<file path="src/hw/rtl/rrbp_pkg.sv">
// ----------------------------------------------------------------------------
// rrbp_pkg
// types and constants for the rx ring buffer pool manager
// ----------------------------------------------------------------------------
package rrbp_pkg;

  localparam int FUNC_W   = 2;
  localparam int LEN_W    = 11;
  localparam int STATUS_W = 2;
  localparam int BUFO_W   = 3;
  localparam int SLOTO_W  = 2;

  typedef enum logic [FUNC_W-1:0] {
    FUNC_POLL   = 2'd0,
    FUNC_SEND   = 2'd1,
    FUNC_DONE   = 2'd2,
    FUNC_REINIT = 2'd3
  } func_t;

  typedef enum logic [STATUS_W-1:0] {
    ST_OK      = 2'd0,
    ST_EMPTY   = 2'd1,
    ST_TX_BUSY = 2'd2,
    ST_NO_BUF  = 2'd3
  } status_t;

  typedef enum logic [1:0] {
    S_IDLE,
    S_LOOKUP,
    S_EXEC
  } state_t;

  typedef struct packed {
    logic capture;
    logic lookup;
    logic commit;
  } dp_cmd_t;

endpackage

</file>
<file path="src/hw/rtl/rx_ring_buffer_pool_manager.sv">
// an input transfer is captured, then the slot table is read, then commit fills the result register
// one item is in flight at a time: no new input is taken until its result commits; a held result stalls commit
// this order is set by the sequencer and the registered read port of the slot table
// reset (rst_n low, synchronous) restores the initial pool: slot i holds buffer i,
// the stack holds the spare before last, the transmit descriptor holds none
// slot table entries fall back to their reset mapping through per-slot valid bits
// ----------------------------------------------------------------------------
// rx_ring_buffer_pool_manager
// receive descriptor ring and transmit descriptor over a shared buffer pool
// ----------------------------------------------------------------------------
module rx_ring_buffer_pool_manager
  import rrbp_pkg::*;
#(
  parameter int RX_DESCRIPTORS = 4
)
(
  input  logic                clk,
  input  logic                rst_n,
  input  logic                in_valid,
  output logic                in_ready,
  input  logic [FUNC_W-1:0]   in_func,
  input  logic                in_desc_filled,
  input  logic [LEN_W-1:0]    in_frame_length,
  input  logic [LEN_W-1:0]    in_tx_length,
  output logic                out_valid,
  input  logic                out_ready,
  output logic [STATUS_W-1:0] out_status,
  output logic [LEN_W-1:0]    out_length,
  output logic [BUFO_W-1:0]   out_stack_buffer,
  output logic [BUFO_W-1:0]   out_tx_buffer,
  output logic [SLOTO_W-1:0]  out_slot_served
);

  dp_cmd_t cmd;

  rrbp_ctrl u_ctrl (
    .clk       (clk),
    .rst_n     (rst_n),
    .in_valid  (in_valid),
    .in_ready  (in_ready),
    .out_valid (out_valid),
    .out_ready (out_ready),
    .cmd       (cmd)
  );

  rrbp_datapath #(
    .RX_DESCRIPTORS (RX_DESCRIPTORS)
  ) u_dp (
    .clk              (clk),
    .rst_n            (rst_n),
    .cmd              (cmd),
    .in_func          (in_func),
    .in_desc_filled   (in_desc_filled),
    .in_frame_length  (in_frame_length),
    .in_tx_length     (in_tx_length),
    .out_status       (out_status),
    .out_length       (out_length),
    .out_stack_buffer (out_stack_buffer),
    .out_tx_buffer    (out_tx_buffer),
    .out_slot_served  (out_slot_served)
  );

endmodule

</file>
<file path="src/hw/rtl/rrbp_ctrl.sv">
// ----------------------------------------------------------------------------
// rrbp_ctrl
// sequencer: capture, slot table read, commit into the output register
// ----------------------------------------------------------------------------
module rrbp_ctrl
  import rrbp_pkg::*;
(
  input  logic    clk,
  input  logic    rst_n,
  input  logic    in_valid,
  output logic    in_ready,
  output logic    out_valid,
  input  logic    out_ready,
  output dp_cmd_t cmd
);

  state_t state_r, state_nxt;
  logic   out_valid_r, out_valid_nxt;
  logic   can_commit;

  assign can_commit = !out_valid_r || out_ready;

  always_comb begin
    state_nxt = state_r;
    unique case (state_r)
      S_IDLE: begin
        if (in_valid) state_nxt = S_LOOKUP;
      end
      S_LOOKUP: begin
        state_nxt = S_EXEC;
      end
      S_EXEC: begin
        if (can_commit) state_nxt = S_IDLE;
      end
      default: begin
        state_nxt = S_IDLE;
      end
    endcase
  end

  always_comb begin
    in_ready    = 1'b0;
    cmd.capture = 1'b0;
    cmd.lookup  = 1'b0;
    cmd.commit  = 1'b0;
    unique case (state_r)
      S_IDLE: begin
        in_ready    = 1'b1;
        cmd.capture = in_valid;
      end
      S_LOOKUP: begin
        cmd.lookup = 1'b1;
      end
      S_EXEC: begin
        cmd.commit = can_commit;
      end
      default: begin
        in_ready = 1'b0;
      end
    endcase
  end

  always_comb begin
    out_valid_nxt = out_valid_r;
    if (cmd.commit) begin
      out_valid_nxt = 1'b1;
    end else if (out_ready) begin
      out_valid_nxt = 1'b0;
    end
  end

  always_ff @(posedge clk) begin
    if (!rst_n) begin
      state_r     <= S_IDLE;
      out_valid_r <= 1'b0;
    end else begin
      state_r     <= state_nxt;
      out_valid_r <= out_valid_nxt;
    end
  end

  assign out_valid = out_valid_r;

endmodule

</file>
<file path="src/hw/rtl/rrbp_datapath.sv">
// ----------------------------------------------------------------------------
// rrbp_datapath
// busy map, slot table, ownership registers and result register
// ----------------------------------------------------------------------------
module rrbp_datapath
  import rrbp_pkg::*;
#(
  parameter int RX_DESCRIPTORS = 4
)
(
  input  logic                clk,
  input  logic                rst_n,
  input  dp_cmd_t             cmd,
  input  logic [FUNC_W-1:0]   in_func,
  input  logic                in_desc_filled,
  input  logic [LEN_W-1:0]    in_frame_length,
  input  logic [LEN_W-1:0]    in_tx_length,
  output logic [STATUS_W-1:0] out_status,
  output logic [LEN_W-1:0]    out_length,
  output logic [BUFO_W-1:0]   out_stack_buffer,
  output logic [BUFO_W-1:0]   out_tx_buffer,
  output logic [SLOTO_W-1:0]  out_slot_served
);

  localparam int NB = RX_DESCRIPTORS + 2;
  localparam int BW = $clog2(NB + 1);
  localparam int SW = $clog2(RX_DESCRIPTORS);
  localparam logic [BW-1:0] NONE_BUF  = BW'(NB);
  localparam logic [BW-1:0] STACK_RST = BW'(RX_DESCRIPTORS);
  localparam logic [SW-1:0] LAST_SLOT = SW'(RX_DESCRIPTORS - 1);
  localparam logic [NB-1:0] BUSY_RST  = NB'({(RX_DESCRIPTORS + 1){1'b1}});

  // architectural state
  logic [NB-1:0]             busy_r, busy_nxt;
  logic [SW-1:0]             next_slot_r, next_slot_nxt;
  logic [BW-1:0]             stack_r, stack_nxt;
  logic [BW-1:0]             tx_r, tx_nxt;
  logic                      pending_r, pending_nxt;
  logic [RX_DESCRIPTORS-1:0] slot_vld_r, slot_vld_nxt;

  // slot table
  logic [BW-1:0] slot_mem [RX_DESCRIPTORS];
  logic [BW-1:0] rd_data_r;
  logic          rd_vld_r;
  logic          mem_we;

  // captured item
  func_t            func_r;
  logic             filled_r;
  logic [LEN_W-1:0] flen_r;
  logic [LEN_W-1:0] tlen_r;

  // result register
  status_t           status_r, status_nxt;
  logic [LEN_W-1:0]  length_r, length_nxt;
  logic [SW-1:0]     served_r, served_nxt;

  logic [BW-1:0] slot_buf;
  logic [NB-1:0] busy_poll;
  logic [NB-1:0] busy_send;
  logic [NB-1:0] search_vec;
  logic [NB-1:0] take_vec;
  logic          free_found;
  logic [BW-1:0] free_idx;

  assign slot_buf = rd_vld_r ? rd_data_r : BW'(next_slot_r);

  always_comb begin
    for (int i = 0; i < NB; i++) begin
      busy_poll[i] = busy_r[i] & (stack_r != BW'(i));
      busy_send[i] = busy_r[i] & (tx_r != BW'(i));
    end
  end

  assign search_vec = (func_r == FUNC_POLL) ? busy_poll : busy_send;

  // lowest free buffer
  always_comb begin
    free_found = 1'b0;
    free_idx   = '0;
    for (int i = NB - 1; i >= 0; i--) begin
      if (!search_vec[i]) begin
        free_found = 1'b1;
        free_idx   = BW'(i);
      end
    end
  end

  always_comb begin
    for (int i = 0; i < NB; i++) begin
      take_vec[i] = search_vec[i] | (free_found && (free_idx == BW'(i)));
    end
  end

  always_comb begin
    busy_nxt      = busy_r;
    next_slot_nxt = next_slot_r;
    stack_nxt     = stack_r;
    tx_nxt        = tx_r;
    pending_nxt   = pending_r;
    slot_vld_nxt  = slot_vld_r;
    mem_we        = 1'b0;
    status_nxt    = ST_OK;
    length_nxt    = '0;
    served_nxt    = next_slot_r;
    unique case (func_r)
      FUNC_POLL: begin
        if (!filled_r) begin
          status_nxt = ST_EMPTY;
        end else if (!free_found) begin
          status_nxt = ST_NO_BUF;
        end else begin
          busy_nxt                  = take_vec;
          stack_nxt                 = slot_buf;
          mem_we                    = 1'b1;
          slot_vld_nxt[next_slot_r] = 1'b1;
          next_slot_nxt = (next_slot_r == LAST_SLOT) ? '0 : next_slot_r + SW'(1);
          length_nxt    = flen_r;
        end
      end
      FUNC_SEND: begin
        if (pending_r) begin
          status_nxt = ST_TX_BUSY;
        end else if (stack_r == NONE_BUF) begin
          status_nxt = ST_NO_BUF;
        end else begin
          busy_nxt    = take_vec;
          tx_nxt      = stack_r;
          pending_nxt = 1'b1;
          length_nxt  = tlen_r;
          stack_nxt   = free_found ? free_idx : NONE_BUF;
          status_nxt  = free_found ? ST_OK : ST_NO_BUF;
        end
      end
      FUNC_DONE: begin
        busy_nxt    = busy_send;
        tx_nxt      = NONE_BUF;
        pending_nxt = 1'b0;
      end
      FUNC_REINIT: begin
        busy_nxt      = BUSY_RST;
        next_slot_nxt = '0;
        stack_nxt     = STACK_RST;
        tx_nxt        = NONE_BUF;
        pending_nxt   = 1'b0;
        slot_vld_nxt  = '0;
        served_nxt    = '0;
      end
    endcase
  end

  always_ff @(posedge clk) begin
    if (!rst_n) begin
      busy_r      <= BUSY_RST;
      next_slot_r <= '0;
      stack_r     <= STACK_RST;
      tx_r        <= NONE_BUF;
      pending_r   <= 1'b0;
      slot_vld_r  <= '0;
    end else if (cmd.commit) begin
      busy_r      <= busy_nxt;
      next_slot_r <= next_slot_nxt;
      stack_r     <= stack_nxt;
      tx_r        <= tx_nxt;
      pending_r   <= pending_nxt;
      slot_vld_r  <= slot_vld_nxt;
    end
  end

  always_ff @(posedge clk) begin
    if (cmd.commit && mem_we) begin
      slot_mem[next_slot_r] <= free_idx;
    end
    if (cmd.lookup) begin
      rd_data_r <= slot_mem[next_slot_r];
      rd_vld_r  <= slot_vld_r[next_slot_r];
    end
  end

  always_ff @(posedge clk) begin
    if (!rst_n) begin
      func_r <= FUNC_POLL;
    end else if (cmd.capture) begin
      func_r <= func_t'(in_func);
    end
    if (cmd.capture) begin
      filled_r <= in_desc_filled;
      flen_r   <= in_frame_length;
      tlen_r   <= in_tx_length;
    end
    if (cmd.commit) begin
      status_r <= status_nxt;
      length_r <= length_nxt;
      served_r <= served_nxt;
    end
  end

  // ownership outputs follow the committed state
  assign out_status       = status_r;
  assign out_length       = length_r;
  assign out_stack_buffer = BUFO_W'(stack_r);
  assign out_tx_buffer    = BUFO_W'(tx_r);
  assign out_slot_served  = SLOTO_W'(served_r);

endmodule

</file>
<file path="config.mk">
export PLATFORM = sky130hd
export DESIGN_NAME = rx_ring_buffer_pool_manager
export DESIGN_NICKNAME = d
export VERILOG_FILES = /design/src/hw/rtl/rrbp_pkg.sv /design/src/hw/rtl/rx_ring_buffer_pool_manager.sv /design/src/hw/rtl/rrbp_ctrl.sv /design/src/hw/rtl/rrbp_datapath.sv
export SDC_FILE = /design/constraint.sdc
export NUM_CORES = 1
export LEC_CHECK = 0
export BUFFER_PORTS_ARGS = -buffer_cell sky130_fd_sc_hd__buf_2
export CAP_MARGIN = 25
export CORE_ASPECT_RATIO = 1.25
export CORE_UTILIZATION = 31
export CTS_CLUSTER_SIZE = 24
export DETAILED_ROUTE_END_ITERATION = 8
export PLACE_DENSITY = 0.51
export SYNTH_ARGS = -nofsm -noshare
export SYNTH_HDL_FRONTEND = slang
export SYNTH_HIERARCHICAL = 1
export SYNTH_SLANG_ARGS = --single-unit
export TNS_END_PERCENT = 5
</file>
<file path="constraint.sdc">
create_clock -name clk -period 3.4 [get_ports clk]
set_clock_uncertainty 0.05 [all_clocks]
set_input_delay 0.68 -clock clk [delete_from_list [all_inputs] [get_ports clk]]
set_output_delay 0.68 -clock clk [all_outputs]
set_load 0.005 [all_outputs]
</file>
==> results.md, run 1 <==
- Max_cap viols: 0
- Final Slew Violations: 0
- Critical path class: flip-flop to flip-flop
- Netlist cell types: 63
- Ranking of synthesized cells by area: edfxtp_1 (47%), dfxtp_1 (14%), a22o_1 (3.3%)
- Unrepaired setup endpoints after global routing: false
- Worst Setup End Kind: flip-flop
- WL/cell: 16.0 µm
- Max-slew headroom: 49.3%
- Synth Warn #: 6
- Top-area cell type share of the netlist area: 46.5%
- Commonest cells after routing, fill and taps aside: edfxtp_1 (54), buf_2 (51), dfxtp_1 (24), nand2_1 (20)
- CTS tree: done
- Largest net degree at the start of global routing: 27
- Clock Latency Late Sink: 0.34 ns
- Met2 GRT Util: 23.2%
- TritonRoute pass-1 iters: 4
- Die height: 121 µm
- Worst VDD drop: 253 µV
- Grt ovf: 0
- Proportion of layout cells with a drive suffix above 1: 26.0%
- Met1 Track Usage GR: 15.5%
- Initial Util: roughly a third
- CP required: 3.55 ns
- Fin nets: 363
- Post-DP HPWL: between 5000 and 6000 µm
- Final setup fails: 0
- FF+latch count, synth: 78
- First-pass GRT wire length: 12,100 µm
- DR vias/cell: 5.19
- N_diodes: 0
- Post-CTS sizing: 0
- Status: finished clean
- Main flop type after synthesis: edfxtp_1
- Total setup buffers inserted after CTS: 0
- Ys async rst share: 0%
- Post-Syn Area: 0.00349 mm²
- Slew @ Worst Pin: 0.759 ns
- Hold crit path type: flip-flop to flip-flop
- DR vias: 2,426
- Most common cell after layout, fill and taps aside: edfxtp_1
- Vias in the first global route: 2,406
- TritonCTS Buffers: 9
- Fmax: 362 MHz
- Final hold viol count: 0
- Minimum clock period: 2.76 ns
- Most Crowded Layer GR: met2
- First DRT Iteration DRCs: 107
- Final period util: 81.3%
- Syn Area/Cell: approximately 13 µm²
- Longest Clk Path Bufs: 2
- Footprint of the multi-input gates: 0.00129 mm²
- CTS hold repair buffers: 0
- Area delta synth->final: 19.7%
- Clock tree root driver cell: clkbuf_16
- Post-synthesis net count: 311
- Critical path startpoint category: flip-flop
- Final ANT Viol Nets: 0
- Post-synth EDFFs: 54
- Critical path fanouts, max: 23
- Clock sink count: 78
- Die area: about 0.012 mm²
- Buffers added on ports: 51
- Leading area contributor after synthesis: edfxtp_1
- Initial antenna violation count: 1
- PwrDens: around 530 mW/mm²
- TNS Setup: 0 ns
- Final WL: 7490 µm
- FP Rows: 42
- FF/Latch Area: between 0.002 and 0.0025 mm²
- WHS: roughly 0.42 ns
- Leak Pwr: 1.58 nW
- Htree depth: 3
- DRC violations left: 0
- Tot GR Track Use: 13.6%
- Core box area: 0.0108 mm²
- Worst path arrival time: 2.92 ns
- I/O pin total: 52
- Clock transition at path regs: around 0.06 ns
- Register area share after synthesis: 60.3%
- Fill cells: ~1,000
- DIE WIDTH: approximately 97 µm
- Met3 GRT Util: under 10%
- Final RePlAce weighted congestion: about 0.79
- Cells after synthesis: 278
synth_stat cells, drive strengths merged, types with 4 or more instances:
master / instances
edfxtp: 54
dfxtp: 24
nand2: 21
a22o: 13
nor2: 13
o21ai: 13
buf: 11
nand3: 10
a21oi: 7
and3: 7
inv: 7
mux2i: 7
nor2b: 6
nor3b: 6
a31oi: 5
clkbuf: 5
a211oi: 4
ha: 4
mux4: 4
nand2b: 4
nand3b: 4
nor3: 4
o211ai: 4
o21a: 4
logic make-up after synthesis:
group	synth area share [%]
simple gates	14.7
buf+inv	2.98
mux	4.59
compound gates	16.0
fa+ha+maj	1.44
flops	60.3
worst max-delay path, cell delays in order, from the launching register on:
cell and delay (ns):
dfxtp_1 0.55, or2_1 0.46, a211oi_4 0.36, nand3_1 0.33, o21ai_1 0.56, mux2i_1 0.25, nand2_1 0.07
where the power goes:
| part | switching (W) | internal, W |
|---|---|---|
| sequential | 0.0000238 | 0.00106 |
| clock | 0.000415 | 0.000512 |
| combinational | 0.000114 | 0.0000811 |
worst paths after layout:
check                                         from                  to  slack [ns]  cells past startpoint
worst max-delay path                u_dp/func_r[1]      u_dp/busy_r[2]        0.64                      6
worst min-delay path            u_dp/slot_vld_r[3]  u_dp/slot_vld_r[3]        0.42                      2
worst max register to register      u_dp/func_r[1]      u_dp/busy_r[2]        0.64                      6
worst min register to register  u_dp/slot_vld_r[3]  u_dp/slot_vld_r[3]        0.42                      2
layout make-up:
class                   count  share of cell area, %
inverters                   7                  0.629
flip-flops and latches     78                   50.4
clock buffers               9                   5.40
multi-input cells         177                   30.9
well taps                 132                   3.96
clock inverters             7                   1.56
repair buffers             57                   7.19
per-stage QoR:
step / worst slack [ns] / total power, W / utilization [%] / std cells / cell area (µm²)
after CTS: 0.672 / 0.00224 / 38.7 / 467 / 4170
after global routing: 0.484 / 0.00229 / 38.7 / 467 / 4170
after global placement: 0.709 / 0.00130 / 36.1 / 451 / 3880
final: 0.637 / 0.00221 / 38.7 / 467 / 4170
after detailed placement: 0.674 / 0.00130 / 36.1 / 451 / 3880
after floorplan: 1.13 / 0.00123 / - / 278 / 3490
registers in the layout, summed over array words and instances (netlist names), 2 cells and up:
name / cells
u_dp/next_slot_r: 2
u_dp/out_status: 2
u_dp/out_tx_buffer: 3
u_dp/busy_r: 6
u_dp/func_r: 2
u_dp/slot_vld_r: 4
u_dp/out_length: 11
u_dp/out_stack_buffer: 3
u_dp/rd_data_r: 3
u_dp/slot_mem: 12
u_ctrl/state_r: 2
u_dp/tlen_r: 11
u_dp/out_slot_served: 2
u_dp/flen_r: 11
routing by layer:
metal | share of wire, % | wire [µm]
met4 | 1.9 | 144
met1 | 42 | 3140
met3 | 6.0 | 449
met2 | 50 | 3750
met5 | 0 | 0
(Power assumes the default switching activity.)
==> run 2, diff against run 1 <==
PLACE_DENSITY = 0.52   (was 0.51)
clock period = 2.49 ns   (was 3.4 ns; I/O delays follow)
==> results.md, run 2 (synthesis results as in run 1) <==
- Status: finished clean
- DIE WIDTH: 96.9 µm (unchanged)
- Vias in the first global route: 2,551 (+6.0%)
- I/O pin total: 52 (unchanged)
- DR vias/cell: 5.23 (+0.68%)
- Worst Setup End Kind: flip-flop
- DR vias: 2,521 (+3.9%)
- Most common cell after layout, fill and taps aside: edfxtp_1
- Max reg flops: 12 (unchanged)
- Clock tree root driver cell: clkbuf_16
- Grt ovf: 0 (unchanged)
- CP required: 2.53 ns (-1.02 ns)
- Clock Latency Late Sink: 0.33 ns (about the same)
- Max_cap viols: 0 (unchanged)
- Final WL: 7740 µm (+3.4%)
- Leak Pwr: 1.67 nW (+5.7%)
- Final hold viol count: 0 (unchanged)
- Tot GR Track Use: 14.1% (+0.54 points)
- PwrDens: 732 mW/mm² (+38%)
- First DRT Iteration DRCs: 155 (+45%)
- Setup slack after layout: 0.115 ns (-0.523 ns)
- HP Start: in_frame_length[1]
- Post-Layout Cell Count: 482 (+3.2%)
- Max-slew headroom: 66.7% (+17 points)
- Total Power: 0.00317 W (+44%)
- Critical path fanouts, max: 14 (-39%)
- Worst VDD drop: 521 µV (+110%)
- Longest Clk Path Bufs: 2 (unchanged)
- Post-DP HPWL: 5520 µm (+4.8%)
- First-pass GRT wire length: 12,500 µm (+3.5%)
- Core box area: 0.0108 mm² (unchanged)
- Worst Hold End: u_dp/flen_r[1]
- R2r setup slk: 0.11 ns (-0.52 ns)
- Slew @ Worst Pin: 0.494 ns (-0.265 ns)
- TritonRoute pass-1 iters: 6 (+2)
- Placed Cells: 465 (+3.1%)
- Die height: 121 µm (unchanged)
- CP most frequent cell: buf_4
- Largest net degree at the start of global routing: 28 (+3.7%)
- Final RePlAce weighted congestion: 0.920 (+17%)
- TNS Setup: 0 ns (unchanged)
- Area delta synth->final: 24.2%
- Final setup fails: 0 (unchanged)
- Hold depth: 1 (-1)
- Clock sink count: 78 (unchanged)
- Critical path's top delay family: simple AND/OR/NAND/NOR gates
- Proportion of layout cells with a drive suffix above 1: 28.9% (+2.9 points)
- Critical path buffer and inverter count: 2 (+2)
- Critical Path Start: u_dp/busy_r[4]
- Worst R2R Path Depth: 7 (+1)
- Dpl ws: 0.107 ns (-0.567 ns)
- CP peak stage delay: 0.41 ns (-0.15 ns)
- N_diodes: 0 (unchanged)
- Worst path arrival time: 2.41 ns (-0.51 ns)
- Initial antenna violation count: 0 (-1)
- Final Slew Violations: 0 (unchanged)
- DRC violations left: 0 (unchanged)
- WL/cell: 16.1 µm (+0.19%)
- TritonCTS Buffers: 9 (unchanged)
- Clock transition at path regs: 0.06 ns (about the same)
- Critical R2R Capture: u_dp/out_length[6]
- Highest-delay cell along the critical path: or3b_1
- Buffers added on ports: 51 (unchanged)
- Fmax: 421 MHz (+16%)
- Minimum clock period: 2.38 ns (-0.387 ns)
- Htree depth: 3 (unchanged)
- R2R Path Start: u_dp/busy_r[4]
- Hold crit path type: input port to flip-flop
- Critical path startpoint category: flip-flop
- Initial Util: 32.4% (unchanged)
- Commonest cells after routing, fill and taps aside: edfxtp_1 (54), buf_2 (51), dfxtp_1 (24), buf_4 (20), nand2_1 (20)
- CP Cell Sequence: or3b_1 -> or2_4 -> a221oi_2 -> a211oi_2 -> buf_4 -> buf_4 -> a22o_1
- Unrepaired setup endpoints after global routing: false
- Fill cells: 1,022 (+0.29%)
- Most flops, register: u_dp/slot_mem
- Critical path class: flip-flop to flip-flop
- Die area: 0.0117 mm² (unchanged)
- FP Rows: 42 (unchanged)
- Fin nets: 378 (+4.1%)
- Final period util: 95.4% (+14 points)
- Final ANT Viol Nets: 0 (unchanged)
- CTS tree: done
[run 2: cell count changes in the layout (fill, tap and decap cells not counted), sizes merged]
cell / before / now
buf: 57 / 72
inv: 11 / 8
bufinv: 0 / 2
clkbuf: 9 / 10
[run 2: where the power goes]
group          switching [W]  internal (W)
registers          0.0000197       0.00145
clock network       0.000512      0.000884
logic               0.000174      0.000129
total               0.000705       0.00246
[run 2: worst register-to-register path, cell delays in order (launching register included)]
cell and delay [ns]:
dfxtp_1 0.40, or3b_1 0.41, or2_4 0.26, a221oi_2 0.30, a211oi_2 0.11, buf_4 0.17
buf_4 0.19, a22o_1 0.24
[run 2: what timing repair did]
action                                  4_1_cts  5_1_grt
buffers inserted                              0        1
hold buffers                                  0        0
endpoints found under the setup margin        0        2
resized for setup                             0        0
endpoints found under the hold margin         0        0
[run 2: worst max path at each step]
| stage | to | depth (start not counted) |
|---|---|---|
| finish | u_dp/out_length[6] | 7 |
| global route | u_dp/out_length[9] | 7 |
| CTS | u_dp/busy_r[4] | 6 |
| detailed placement | u_dp/busy_r[4] | 6 |
| global placement | u_dp/busy_r[4] | 6 |
| floorplan | u_dp/slot_mem[0][0] | 7 |
[run 2: area by class of cell]
| cell class | count | area (µm²) | share of cell area (%) |
|---|---|---|---|
| clock buffer | 10 | 229 | 5.29 |
| clock inverter | 6 | 93.8 | 2.17 |
| inverter | 7 | 26.3 | 0.607 |
| multi-input combinational | 177 | 1290 | 29.8 |
| sequential | 78 | 2100 | 48.5 |
| tap | 132 | 165 | 3.81 |
| timing repair buffer | 72 | 425 | 9.82 |
[run 2: routing by layer]
metal	track usage [%]	vias up	routed length (µm)	part of all wire, %
met5	0	-	0	0
met4	7.28	0	141	1.8
met3	5.32	11	496	6.4
met2	22.8	81	3810	49
met1	16.3	1227	3300	43
li1	-	1202	-	-
[run 2: metrics by stage]
stage / area, µm² / hold WS (ns) / utilization (%)
floorplan: 3490 / 0.382 / -
global placement: 3990 / 0.397 / 37.0
detailed placement: 3990 / 0.406 / 37.0
CTS: 4310 / 0.271 / 40.0
global route: 4330 / 0.269 / 40.2
finish: 4330 / 0.288 / 40.2
